`config.mk`:
```
export PLATFORM = sky130hd
export DESIGN_NAME = ethernet_ipv4_frame_classifier
export DESIGN_NICKNAME = d
export VERILOG_FILES = /design/src/sv/eic_pkg.sv /design/src/sv/eic_tracker.sv /design/src/sv/eic_classify.sv /design/src/sv/ethernet_ipv4_frame_classifier.sv
export VERILOG_INCLUDE_DIRS = /design/src /design/src/sv
export SDC_FILE = /design/constraint.sdc
export NUM_CORES = 1
export LEC_CHECK = 0
export BUFFER_PORTS_ARGS = -buffer_cell sky130_fd_sc_hd__clkbuf_2
export CAP_MARGIN = 10
export CELL_PAD_IN_SITES_DETAIL_PLACEMENT = 0
export CELL_PAD_IN_SITES_GLOBAL_PLACEMENT = 1
export CORE_MARGIN = 8
export CORE_UTILIZATION = 49
export CTS_CLUSTER_DIAMETER = 50
export DETAILED_ROUTE_END_ITERATION = 10
export GPL_TIMING_DRIVEN = 0
export PLACE_DENSITY_LB_ADDON = 0.15
export SLEW_MARGIN = 20
export SYNTH_ARGS = -nofsm -noshare
export SYNTH_HDL_FRONTEND = slang
export SYNTH_SLANG_ARGS = --single-unit
```
`constraint.sdc`:
```
create_clock -name clk -period 6.6 [get_ports clk]
set_clock_uncertainty 0.1 [all_clocks]
set_input_delay 0.66 -clock clk [delete_from_list [all_inputs] [get_ports clk]]
set_output_delay 0.66 -clock clk [all_outputs]
set_load 0.005 [all_outputs]
```
`src/sv/ethernet_ipv4_frame_classifier_defines.svh`:
```
// assertion macros shared by the classifier rtl
`ifndef ETHERNET_IPV4_FRAME_CLASSIFIER_DEFINES_SVH
`define ETHERNET_IPV4_FRAME_CLASSIFIER_DEFINES_SVH

`ifndef SYNTHESIS
// checked only out of reset
`define EIC_ASSERT(lbl, clk, rst_n, prop, msg) \
	lbl: assert property (@(posedge clk) disable iff (!rst_n) prop) else $error(msg);
// checked on every edge, reset included
`define EIC_ASSERT_ALWAYS(lbl, clk, prop, msg) \
	lbl: assert property (@(posedge clk) prop) else $error(msg);
`else
`define EIC_ASSERT(lbl, clk, rst_n, prop, msg)
`define EIC_ASSERT_ALWAYS(lbl, clk, prop, msg)
`endif

`endif

```
`src/sv/eic_pkg.sv`:
```
package eic_pkg;

	localparam int POS_W = 11;

	// frames are judged on their first MAX_FRAME_BYTES bytes
	localparam logic [POS_W-1:0] MAX_FRAME_BYTES = 11'd1514;

	// byte positions in the frame
	localparam logic [POS_W-1:0] POS_DEST_END = 11'd6;
	localparam logic [POS_W-1:0] POS_TYPE_HI  = 11'd12;
	localparam logic [POS_W-1:0] POS_TYPE_LO  = 11'd13;
	localparam logic [POS_W-1:0] POS_IP_START = 11'd14;
	localparam logic [POS_W-1:0] POS_FRAG_HI  = 11'd20;
	localparam logic [POS_W-1:0] POS_FRAG_LO  = 11'd21;
	localparam logic [POS_W-1:0] POS_PROTO    = 11'd23;
	localparam logic [POS_W-1:0] POS_CSUM_HI  = 11'd24;
	localparam logic [POS_W-1:0] POS_CSUM_LO  = 11'd25;

	// length thresholds
	localparam logic [POS_W-1:0] LEN_ETH_HDR  = 11'd14;
	localparam logic [POS_W-1:0] LEN_FRAG     = 11'd22;
	localparam logic [POS_W-1:0] LEN_MIN_HDR  = 11'd26;

	localparam logic [7:0]  BCAST_BYTE   = 8'hff;
	localparam logic [7:0]  TYPE_HI_IP   = 8'h08;
	localparam logic [7:0]  TYPE_LO_ARP  = 8'h06;
	localparam logic [7:0]  TYPE_LO_IPV4 = 8'h00;
	localparam logic [15:0] FRAG_MASK    = 16'h3fff;
	localparam logic [7:0]  PROTO_ICMP   = 8'd1;
	localparam logic [7:0]  PROTO_UDP    = 8'd17;

	typedef enum logic [3:0] {
		CLS_NONIP       = 4'd0,
		CLS_ARP_BCAST   = 4'd1,
		CLS_OTHER_BCAST = 4'd2,
		CLS_NONIPV4     = 4'd3,
		CLS_FRAGMENT    = 4'd4,
		CLS_BADSUM      = 4'd5,
		CLS_ICMP        = 4'd6,
		CLS_UDP         = 4'd7,
		CLS_OTHERPROTO  = 4'd8,
		CLS_TRUNCATED   = 4'd9
	} frame_class_t;

	// header fields collected so far in the current frame
	typedef struct packed {
		logic [POS_W-1:0] length;
		logic             dest_all_ones;
		logic [15:0]      type_word;
		logic [3:0]       ihl;
		logic [15:0]      frag;
		logic [7:0]       proto;
		logic [15:0]      stored_csum;
		logic [15:0]      running_sum;
	} frame_view_t;

	typedef struct packed {
		frame_class_t cls;
		logic [7:0]   proto;
		logic [3:0]   ihl;
		logic [15:0]  csum;
	} class_result_t;

	// ones' complement add with end-around carry
	function automatic logic [15:0] oc_add(input logic [15:0] a, input logic [15:0] b);
		logic [16:0] s;
		s = {1'b0, a} + {1'b0, b};
		return s[15:0] + {15'd0, s[16]};
	endfunction

endpackage

```
`src/sv/eic_tracker.sv`:
```
module eic_tracker (
	input  logic                 clk,
	input  logic                 arst_n,
	input  logic                 take,
	input  logic [7:0]           frame_byte,
	input  logic                 end_of_frame,
	output eic_pkg::frame_view_t view
);

	eic_pkg::frame_view_t                cur_q;
	eic_pkg::frame_view_t                nxt;
	logic [7:0]                          hold_q;
	logic [7:0]                          hold_nxt;
	logic [3:0]                          ihl_eff;
	logic [eic_pkg::POS_W-1:0]           pos;
	logic [eic_pkg::POS_W-1:0]           off;
	logic                                in_hdr;
	logic [7:0]                          sum_byte;

	assign pos      = cur_q.length;
	// the ihl byte already counts for its own position
	assign ihl_eff  = (pos == eic_pkg::POS_IP_START) ? frame_byte[3:0] : cur_q.ihl;
	assign off      = pos - eic_pkg::POS_IP_START;
	assign in_hdr   = (pos >= eic_pkg::POS_IP_START) &&
		(off < {5'd0, ihl_eff, 2'b00});
	// checksum field is summed as zero
	assign sum_byte = (pos == eic_pkg::POS_CSUM_HI || pos == eic_pkg::POS_CSUM_LO) ?
		8'd0 : frame_byte;

	always_comb begin
		nxt      = cur_q;
		hold_nxt = hold_q;
		if (pos < eic_pkg::MAX_FRAME_BYTES) begin
			nxt.length = pos + 11'd1;
			if (pos < eic_pkg::POS_DEST_END && frame_byte != eic_pkg::BCAST_BYTE)
				nxt.dest_all_ones = 1'b0;
			if (pos == eic_pkg::POS_TYPE_HI) nxt.type_word[15:8] = frame_byte;
			if (pos == eic_pkg::POS_TYPE_LO) nxt.type_word[7:0] = frame_byte;
			if (pos == eic_pkg::POS_IP_START) nxt.ihl = frame_byte[3:0];
			if (pos == eic_pkg::POS_FRAG_HI) nxt.frag[15:8] = frame_byte;
			if (pos == eic_pkg::POS_FRAG_LO) nxt.frag[7:0] = frame_byte;
			if (pos == eic_pkg::POS_PROTO) nxt.proto = frame_byte;
			if (pos == eic_pkg::POS_CSUM_HI) nxt.stored_csum[15:8] = frame_byte;
			if (pos == eic_pkg::POS_CSUM_LO) nxt.stored_csum[7:0] = frame_byte;
			if (in_hdr) begin
				if (!off[0]) begin
					hold_nxt = sum_byte;
				end else begin
					nxt.running_sum = eic_pkg::oc_add(cur_q.running_sum,
						{hold_q, sum_byte});
				end
			end
		end
	end

	assign view = nxt;

	always_ff @(posedge clk or negedge arst_n) begin
		if (!arst_n) begin
			cur_q.length        <= '0;
			cur_q.dest_all_ones <= 1'b1;
			cur_q.type_word     <= '0;
			cur_q.ihl           <= '0;
			cur_q.frag          <= '0;
			cur_q.proto         <= '0;
			cur_q.stored_csum   <= '0;
			cur_q.running_sum   <= '0;
			hold_q              <= '0;
		end else if (take) begin
			if (end_of_frame) begin
				cur_q.length        <= '0;
				cur_q.dest_all_ones <= 1'b1;
				cur_q.type_word     <= '0;
				cur_q.ihl           <= '0;
				cur_q.frag          <= '0;
				cur_q.proto         <= '0;
				cur_q.stored_csum   <= '0;
				cur_q.running_sum   <= '0;
				hold_q              <= '0;
			end else begin
				cur_q  <= nxt;
				hold_q <= hold_nxt;
			end
		end
	end

endmodule

```
`src/sv/eic_classify.sv`:
```
module eic_classify (
	input  eic_pkg::frame_view_t   view,
	output eic_pkg::class_result_t result
);

	logic [eic_pkg::POS_W-1:0] hdr_end;
	logic [eic_pkg::POS_W-1:0] need;
	logic [15:0]               csum;

	assign hdr_end = eic_pkg::POS_IP_START + {5'd0, view.ihl, 2'b00};
	assign need    = (hdr_end < eic_pkg::LEN_MIN_HDR) ? eic_pkg::LEN_MIN_HDR : hdr_end;
	assign csum    = ~view.running_sum;

	always_comb begin
		result.proto = view.proto;
		result.ihl   = view.ihl;
		result.csum  = 16'd0;
		if (view.length < eic_pkg::LEN_ETH_HDR) begin
			result.cls = eic_pkg::CLS_TRUNCATED;
		end else if (view.type_word[15:8] != eic_pkg::TYPE_HI_IP) begin
			result.cls = eic_pkg::CLS_NONIP;
		end else if (view.dest_all_ones) begin
			result.cls = (view.type_word[7:0] == eic_pkg::TYPE_LO_ARP) ?
				eic_pkg::CLS_ARP_BCAST : eic_pkg::CLS_OTHER_BCAST;
		end else if (view.type_word[7:0] != eic_pkg::TYPE_LO_IPV4) begin
			result.cls = eic_pkg::CLS_NONIPV4;
		end else if (view.length < eic_pkg::LEN_FRAG) begin
			result.cls = eic_pkg::CLS_TRUNCATED;
		end else if ((view.frag & eic_pkg::FRAG_MASK) != 16'd0) begin
			result.cls = eic_pkg::CLS_FRAGMENT;
		end else if (view.length < need) begin
			result.cls = eic_pkg::CLS_TRUNCATED;
		end else begin
			result.csum = csum;
			if (csum != view.stored_csum)
				result.cls = eic_pkg::CLS_BADSUM;
			else if (view.proto == eic_pkg::PROTO_ICMP)
				result.cls = eic_pkg::CLS_ICMP;
			else if (view.proto == eic_pkg::PROTO_UDP)
				result.cls = eic_pkg::CLS_UDP;
			else
				result.cls = eic_pkg::CLS_OTHERPROTO;
		end
	end

endmodule

```
`src/sv/ethernet_ipv4_frame_classifier.sv`:
```
// Ethernet/IPv4 receive classifier. Frame bytes enter one per transfer in wire
// order, tlast on the final byte; each frame yields exactly one result transfer,
// issued for its last byte, carrying the frame class, the IP protocol byte, the
// IHL nibble and the complemented header sum (zero unless the class is bad
// checksum, ICMP, UDP or other protocol). Throughput is one byte per clock: a
// byte is registered, then one pass of tracking and classification logic writes
// the result register, so a result is offered once the input register has passed
// its last byte on. Input is held back only when a last byte finds the result
// register still full and the sink not ready. Bytes from position 1514 on
// (counting from zero) are ignored, so a frame is judged on its first 1514 bytes.
`include "ethernet_ipv4_frame_classifier_defines.svh"

module ethernet_ipv4_frame_classifier (
	input  logic        clk,
	input  logic        arst_n,
	// frame byte stream
	input  logic        s_axis_tvalid,
	output logic        s_axis_tready,
	input  logic [7:0]  s_axis_tdata,   // [7:0] frame_byte
	input  logic        s_axis_tlast,   // end_of_frame
	// classification results
	output logic        m_axis_tvalid,
	input  logic        m_axis_tready,
	output logic [31:0] m_axis_tdata    // [3:0] frame_class, [11:4] ip_protocol,
	                                    // [15:12] header_words,
	                                    // [31:16] computed_checksum
);

	// input register
	logic       valid_s1;
	logic [7:0] byte_s1;
	logic       last_s1;

	// result register
	logic                   out_valid_q;
	eic_pkg::class_result_t out_q;

	eic_pkg::frame_view_t   view;
	eic_pkg::class_result_t result;
	logic                   advance;

	// assertion helpers
	logic                   last_blocked;
	logic                   csum_class;
	logic                   early_csum_ok;

	// a byte moves on unless it is a last byte and the result slot is blocked
	assign advance       = valid_s1 && (!last_s1 || !out_valid_q || m_axis_tready);
	assign s_axis_tready = !valid_s1 || advance;

	always_ff @(posedge clk or negedge arst_n) begin
		if (!arst_n) begin
			valid_s1 <= 1'b0;
		end else if (s_axis_tready) begin
			valid_s1 <= s_axis_tvalid;
		end
	end

	// payload needs no reset
	always_ff @(posedge clk) begin
		if (s_axis_tvalid && s_axis_tready) begin
			byte_s1 <= s_axis_tdata;
			last_s1 <= s_axis_tlast;
		end
	end

	// header field tracking, state updated as each byte is consumed
	eic_tracker u_tracker (
		.clk          (clk),
		.arst_n       (arst_n),
		.take         (advance),
		.frame_byte   (byte_s1),
		.end_of_frame (last_s1),
		.view         (view)
	);

	// classification of the state including the current byte
	eic_classify u_classify (
		.view   (view),
		.result (result)
	);

	always_ff @(posedge clk or negedge arst_n) begin
		if (!arst_n) begin
			out_valid_q <= 1'b0;
		end else if (advance && last_s1) begin
			out_valid_q <= 1'b1;
		end else if (m_axis_tready) begin
			out_valid_q <= 1'b0;
		end
	end

	always_ff @(posedge clk) begin
		if (advance && last_s1) begin
			out_q <= result;
		end
	end

	assign m_axis_tvalid = out_valid_q;
	assign m_axis_tdata  = {out_q.csum, out_q.ihl, out_q.proto, out_q.cls};

	assign last_blocked  = valid_s1 && last_s1 && out_valid_q && !m_axis_tready;
	// bad checksum through other protocol carry the computed sum
	assign csum_class    = (out_q.cls >= eic_pkg::CLS_BADSUM) &&
		(out_q.cls <= eic_pkg::CLS_OTHERPROTO);
	assign early_csum_ok = !m_axis_tvalid || csum_class || (out_q.csum == 16'd0);

	// a consumed last byte always lands in the result register
	`EIC_ASSERT(a_last_loads_result, clk, arst_n, (advance && last_s1) |=> m_axis_tvalid, "last byte lost")

	// a blocked last byte must stall the input side
	`EIC_ASSERT(a_blocked_last_stalls, clk, arst_n, last_blocked |-> !s_axis_tready, "input not stalled")

	// an empty input register can always take a byte
	`EIC_ASSERT_ALWAYS(a_empty_takes_byte, clk, !valid_s1 |-> s_axis_tready, "empty input not ready")

	// checksum is reported only for frames that reached the checksum test
	`EIC_ASSERT(a_csum_zero_early, clk, arst_n, early_csum_ok, "checksum reported for early class")

endmodule

```
* Yosys cells after proc, flatten, opt, wreduce, memory -nomap -nowiden
Index checks and enable logic that the tools add are counted.
Word-level totals: flip-flop bits (word level) 137, bits in writable memories 0, bits in read-only memories 0, output and inout port bits 34, word-level logic and storage cells 98, memories 0, input bits 13, latch bits 0
Operators by class: muxes and demuxes 31, bitwise gates (word level) 1, multiply operators 0, div/mod/pow operators 0, eq/ne operators 15, reduce and logical (&&, ||, !) cells 20, shift operators 0, add/subtract/negate cells 5, magnitude comparators 8
Operator list (count):
- two-way mux 88 bit | 2
- two-way mux 8 bit | 12
- == test 11 x 5 -> 1 bit, second input constant | 5
- two-way mux 4 bit | 10
- == test 11 x 4 -> 1 bit, second input constant | 3
- two-way mux 16 bit | 2
- less-than comparator 11 x 5 -> 1 bit, second input constant | 2
- adder 16 x 16 -> 17 bit | 1
- adder 16 x 1 -> 16 bit | 1
- inequality test 16 bit | 1
- NOT 16 bit | 1
- nonzero test 16 bit | 1
- adder 11 x 1 -> 11 bit, second input constant | 1
- greater-or-equal comparator 11 x 4 -> 1 bit, second input constant | 1
- less-than comparator 11 bit | 1
- less-than comparator 11 bit, second input constant | 1
- less-than comparator 11 x 3 -> 1 bit, second input constant | 1
- less-than comparator 11 x 4 -> 1 bit, second input constant | 1
- less-than comparator 11 x 6 -> 1 bit | 1
- two-way mux 11 bit | 1
- subtractor 11 x 4 -> 11 bit, second input constant | 1
- == test 8 x 1 -> 1 bit, second input constant | 1
- == test 8 x 3 -> 1 bit, second input constant | 1
- == test 8 x 5 -> 1 bit, second input constant | 1
- other kinds (14) | 27

* Logic depth before layout (Yosys ltp)
depth after elaboration 18, depth in mapped cells 28, mapped depth without buffers 27

* By module
A second synthesis with hierarchy kept.
Second synthesis, totals: cell total of the unflattened synthesis 916, area total of the unflattened synthesis 9233.9 µm²
By module, submodules not included:
- eic_tracker | instances 1, cells an instance 745, seq. area each 2403.6 µm², area an instance 7004.2 µm²
- ethernet_ipv4_frame_classifier | instances 1, cells an instance 51, seq. area each 1281.2 µm², area an instance 1337.5 µm²
- eic_classify | instances 1, cells an instance 120, seq. area each 0.0 µm², area an instance 892.1 µm²

* Least setup slack after synthesis
No wires, ideal clock.
path type reg2reg, start point register u_tracker.cur_q (netlist bit u_tracker.pos[1]), end point register out_q (netlist bit m_axis_tdata[0]) (data pin), slack 724 ps, stages on the path, launching flop included 28, arrival 5511 ps, period minus slack after synthesis 5876 ps, setup time 265 ps, data required time 6235 ps, path buffers 1, cell sequence dfrtp_1 > inv_1 > ha_1 > or2_1 > nand4_1 > clkbuf_1 > and2_1 > ha_1 > inv_1 > fa_1 > nand2b_1 > a222oi_1 > o21a_1 > a22o_1 > a31oi_1 > o21bai_1 > a21o_1 > ha_1 > and3_1 > and2_1 > a211oi_1 > o21ai_0 > xnor2_1 > nand4_1 > a2111oi_0 > o221ai_1 > o41ai_1 > a21oi_1
On the way: longest elaborated chain between the ends 17, elaborated cells between the ends (all ways) 56, classes of those cells 5 x add/sub; 8 x order compare; 13 x eq/ne; 24 x mux; 1 x bitwise; 5 x reduce/logical
RTL lines:
- start, declared | RTL line eic_tracker.sv:10 | eic_pkg::frame_view_t cur_q;
- start signal, assigned | RTL line eic_tracker.sv:81 | cur_q <= nxt;
- == test 11 x 5 -> 1 bit, on equally long branches | RTL line eic_tracker.sv:27, eic_tracker.sv:43, eic_tracker.sv:44
- logical OR 1 bit | RTL line eic_tracker.sv:27 | assign sum_byte = (pos == eic_pkg::POS_CSUM_HI || pos == eic_pkg::POS_CSUM_LO) ?
- two-way mux 8 bit | RTL line eic_tracker.sv:27
- adder 16 x 16 -> 17 bit | RTL line eic_pkg.sv:67 | s = {1'b0, a} + {1'b0, b};
- adder 16 x 1 -> 16 bit | RTL line eic_pkg.sv:68 | return s[15:0] + {15'd0, s[16]};
- two-way mux 16 bit | RTL line eic_tracker.sv:46 | if (!off[0]) begin
- two-way mux 16 bit | RTL line eic_tracker.sv:45 | if (in_hdr) begin
- two-way mux 88 bit (*) | RTL line eic_tracker.sv:33 | if (pos < eic_pkg::MAX_FRAME_BYTES) begin
- NOT 16 bit | RTL line eic_classify.sv:12 | assign csum = ~view.running_sum;
- inequality test 16 bit | RTL line eic_classify.sv:35 | if (csum != view.stored_csum)
- two-way mux 4 bit | RTL line eic_classify.sv:35
- two-way mux 4 bit | RTL line eic_classify.sv:31 | end else if (view.length < need) begin
- two-way mux 4 bit | RTL line eic_classify.sv:29 | end else if ((view.frag & eic_pkg::FRAG_MASK) != 16'd0) begin
- two-way mux 4 bit | RTL line eic_classify.sv:27 | end else if (view.length < eic_pkg::LEN_FRAG) begin
- two-way mux 4 bit | RTL line eic_classify.sv:25 | end else if (view.type_word[7:0] != eic_pkg::TYPE_LO_IPV4) begin
- two-way mux 4 bit | RTL line eic_classify.sv:22 | end else if (view.dest_all_ones) begin
- two-way mux 4 bit | RTL line eic_classify.sv:20 | end else if (view.type_word[15:8] != eic_pkg::TYPE_HI_IP) begin
- end signal, assigned | RTL line ethernet_ipv4_frame_classifier.sv:95 | out_q <= result;
- end, declared | RTL line ethernet_ipv4_frame_classifier.sv:36 | eic_pkg::class_result_t out_q;
Mark *: on every way between the ends. The rest lies on a longest branch, timed or not. The select of a mux whose other input is x is not followed. A chain may end at the register's enable or synchronous reset.

* Worst setup path in the final report
start point register u_tracker.cur_q (netlist bit u_tracker.pos[1]), end point register out_q (netlist bit m_axis_tdata[2]) (data pin)
On the way: longest elaborated chain between the ends 16, elaborated cells between the ends (all ways) 54, classes of those cells 5 x add/sub; 8 x order compare; 12 x eq/ne; 22 x mux; 1 x bitwise; 6 x reduce/logical
RTL lines (RTL line):
- == test 11 x 5 -> 1 bit, on equally long branches | eic_tracker.sv:27, eic_tracker.sv:43, eic_tracker.sv:44
- logical OR 1 bit | eic_tracker.sv:27
- two-way mux 8 bit | eic_tracker.sv:27
- adder 16 x 16 -> 17 bit | eic_pkg.sv:67
- adder 16 x 1 -> 16 bit | eic_pkg.sv:68
- two-way mux 16 bit | eic_tracker.sv:46
- two-way mux 16 bit | eic_tracker.sv:45
- two-way mux 88 bit (*) | eic_tracker.sv:33
- NOT 16 bit | eic_classify.sv:12
- inequality test 16 bit | eic_classify.sv:35
- two-way mux 4 bit | eic_classify.sv:35
- two-way mux 4 bit | eic_classify.sv:31
- two-way mux 4 bit | eic_classify.sv:29
- two-way mux 4 bit | eic_classify.sv:27
- two-way mux 4 bit | eic_classify.sv:25
- two-way mux 4 bit | eic_classify.sv:22
Marks and branches as above.

==> impl_metrics.env <==
export IMPL_status="completed"
export IMPL_synth_cell_types=92
export IMPL_endpoint_kind="flip-flop"
export IMPL_crit_fanout=10
export IMPL_grt_total_usage=0.2499
export IMPL_max_cap_violations=0
export IMPL_dp_cells=1208
export IMPL_placementRows=49
export IMPL_wl_per_cell_um=22.15
export IMPL_syn_nets=973
export IMPL_r2r_end="m_axis_tdata[2]$_SDFFCE_PP0P_"
export IMPL_min_period_ns=6.286
export IMPL_ys_seq_area_frac=0.4097
export IMPL_cts_root_buf="clkbuf_16"
export IMPL_power_w=0.002101
export IMPL_fin_setup_tns_ns=0
export IMPL_synth_cell_area_mm2=0.008871
export IMPL_start_util=0.4972
export IMPL_fmax_ghz=0.1591
export IMPL_antenna_found_initial=0
export IMPL_highest_layer="met4"
export IMPL_final_nets=1043
export IMPL_synthCells=932
export IMPL_grt_pass1_wl_mm=42.99
export IMPL_start_kind="flip-flop"
export IMPL_grt_pass1_vias=7449
export IMPL_hold_viol=0
export IMPL_die_y_um=150.6
export IMPL_clock_latency_ns=0.43
export IMPL_holdPathEnd="byte_s1[0]$_DFFE_PP_"
export IMPL_p_per_area_mw_per_mm2=205.3
export IMPL_power_leakage_nw=4.470
export IMPL_core_area_mm2=0.01784
export IMPL_num_antenna_cells=0
export IMPL_grt_ovfl_total=0
export IMPL_drive_gt1_frac=0.1399
export IMPL_route_met3_wl_mm=1.423
export IMPL_htreeDepth=4
export IMPL_path_clk_slew_ns=0.07
export IMPL_period_share=0.9524
export IMPL_fillerInstances=1647
export IMPL_worst_setup_path_type="reg -> reg"
export IMPL_ioPinCount=47
export IMPL_async_reset_ff_frac=0.7007
export IMPL_crit_top_cell="ha_1"
export IMPL_final_cell_mix="93 x dfrtp_1, 90 x nand2_1, 68 x nor2_1"
export IMPL_vias=7681
export IMPL_yosysWarnings=0
export IMPL_maxSlewHeadroom=0.2904
export IMPL_die_x_um=150.6
export IMPL_r2r_slack_ns=0.31
export IMPL_synth_edf_count=41
export IMPL_first_iter_violations=541
export IMPL_arrival_ns=6.37
export IMPL_postRouteAntennaNets=0
export IMPL_tightestPinTransition_ns=1.056
export IMPL_hold_slack_ns=0.2964
export IMPL_hold_class="in -> reg"
export IMPL_fin_cells=1244
export IMPL_portBuffers=46
export IMPL_worstRegToRegCells=27
export IMPL_ir_drop_mv=0.1780
export IMPL_routabilityCongestion=0.9387
export IMPL_routed_via_density=6.174
export IMPL_wl_met1_mm=12.50
export IMPL_wl_met2_mm=12.79
export IMPL_hold_path_startpoint="s_axis_tdata[0]"
export IMPL_worst_path_max_delay_cell="dfrtp_2"
export IMPL_cpLargestDelayFamily="compound AO/OA/AOI/OAI gates"
export IMPL_max_stage_delay_ns=0.46
export IMPL_die_area_mm2=0.02267
export IMPL_drc=0
export IMPL_synth_seq_cells=137
export IMPL_crit_buf_inv=3
export IMPL_crit_required_ns=6.68
export IMPL_cts_made_buffers=17
export IMPL_cts_sinks=137
export IMPL_dr_pass1_iters=5
export IMPL_dp_hpwl_mm=20.22
export IMPL_finalSetupViolations=0
export IMPL_rr_startpoint="u_tracker.pos[1]$_DFFE_PN0P_"
export IMPL_cts_buffer_depth=2
export IMPL_postSynthAreaPerCell_um2=9.518
export IMPL_drv_slew=0
export IMPL_grt_max_degree=86
export IMPL_final_common_cell="dfrtp_1"
export IMPL_syn_to_final_growth_pct=15.36
export IMPL_synth_ff_type="dfrtp_1"
export IMPL_routed_wl_mm=27.56
export IMPL_holdPathStages=1
export IMPL_cts_tree="built"
## power by group
part | switching (W) | internal (W)
clock | 0.000442 | 0.000552
combinational | 0.000144 | 0.0000533
sequential | 0.0000150 | 0.000894
## cells by family after synthesis
group	count (synthesis)	share of synthesized area
AO/OA/AOI/OAI	282	0.2339
adder cells (fa/ha/maj)	29	0.04147
buffers and inverters	93	0.03977
multiplexers	28	0.03272
XOR/XNOR	62	0.06615
flip-flops	137	0.4097
AND/OR/NAND/NOR	301	0.1763
## what timing repair did
item	CTS	global route
pin swaps	4	4
hold buffers	1	0
hold endpoints to repair	11	0
setup endpoints to repair	4	14
buffers inserted	1	2
resized for setup	22	13
## final cells by class
cell class	instances	area [um2]	area share
plain buffers	53	210.2	0.02054
clock buffers	19	475.5	0.04646
clock inverters	13	143.9	0.01406
inverters	40	150.1	0.01467
multi-input cells	702	5031	0.4916
flip-flops and latches	137	3637	0.3554
well taps	229	286.5	0.02800
repair buffers	51	299.0	0.02922
## flip-flops by register name, indices dropped and copies added (netlist names)
register and flops:
byte_s1 8, last_s1 1, m_axis_tdata 32, m_axis_tvalid 1
u_tracker.cur_q 75, u_tracker.hold_q 8, u_tracker.pos 11, valid_s1 1
## synthesized netlist by cell type (all sizes together) (4+ instances only)
master	instances	share of area
a211o	4	0.0039
a211oi	17	0.014
a21o	9	0.0076
a21oi	25	0.014
a22o	56	0.055
a22oi	4	0.0034
a311oi	6	0.0059
a31oi	7	0.0049
a41oi	6	0.0076
and2	16	0.011
and3	14	0.0099
buf	10	0.0047
clkbuf	43	0.018
dfrtp	95	0.27
edfxtp	41	0.14
ha	27	0.038
inv	40	0.017
mux2	8	0.010
mux2i	20	0.023
nand2	91	0.039
nand2b	6	0.0042
nand3	17	0.0096
nand4	17	0.012
nor2	70	0.030
nor2b	14	0.0099
nor3	11	0.0068
nor4	13	0.014
nor4b	4	0.0047
o2111ai	4	0.0039
o211ai	10	0.0090
o21a	13	0.011
o21ai	75	0.043
o22ai	4	0.0028
o31ai	11	0.0099
o41ai	6	0.011
or4	6	0.0051
xnor2	43	0.043
xor2	18	0.020
## worst reg2reg max path, stage by stage, from the launching register on
cell and delay, ns:
dfrtp_2 0.46, inv_1 0.13, ha_2 0.27, or2_1 0.17, nand4_1 0.23, buf_6 0.24, and2_1 0.15, ha_1 0.19
inv_1 0.07, fa_1 0.23, nor2b_1 0.07, o31ai_1 0.28, nand4b_1 0.16, a22o_2 0.34, a31oi_1 0.23, o21bai_1 0.10
a21o_1 0.21, ha_1 0.21, ha_1 0.22, and3_1 0.18, xnor2_1 0.17, o21ai_1 0.35, o21a_1 0.16, nand4_1 0.13
a2111oi_2 0.34, o221ai_2 0.22, o31ai_2 0.30, a21boi_1 0.10
## routing by layer
layer  vias to the layer above  GRT usage
li1                       3635          -
met1                      3758     0.3298
met2                       242     0.3955
met3                        46    0.04749
met4                         0     0.1039
met5                         -          0
## stage by stage
step	setup WS, ns	utilization	instance area (um2)
2_1_floorplan	0.7242	-	8871
3_3_place_gp	-0.7117	0.5262	9388
3_5_place_dp	-0.6706	0.5286	9432
4_1_cts	0.01339	0.5698	10170
5_1_grt	-0.002075	0.5736	10230
6_report	0.3140	0.5736	10230
## worst max path at each step
stage,depth (start not counted),end,startpoint
after floorplan,27,m_axis_tdata[0]$_SDFFCE_PP1P_,u_tracker.pos[1]$_DFFE_PN0P_
after global placement,27,m_axis_tdata[0]$_SDFFCE_PP1P_,u_tracker.pos[1]$_DFFE_PN0P_
after detailed placement,27,m_axis_tdata[0]$_SDFFCE_PP1P_,u_tracker.pos[1]$_DFFE_PN0P_
after CTS,27,m_axis_tdata[2]$_SDFFCE_PP0P_,u_tracker.pos[1]$_DFFE_PN0P_
after global routing,27,m_axis_tdata[0]$_SDFFCE_PP1P_,u_tracker.pos[1]$_DFFE_PN0P_
final,27,m_axis_tdata[2]$_SDFFCE_PP0P_,u_tracker.pos[1]$_DFFE_PN0P_
No activity file was read; power rests on OpenSTA's default activity.
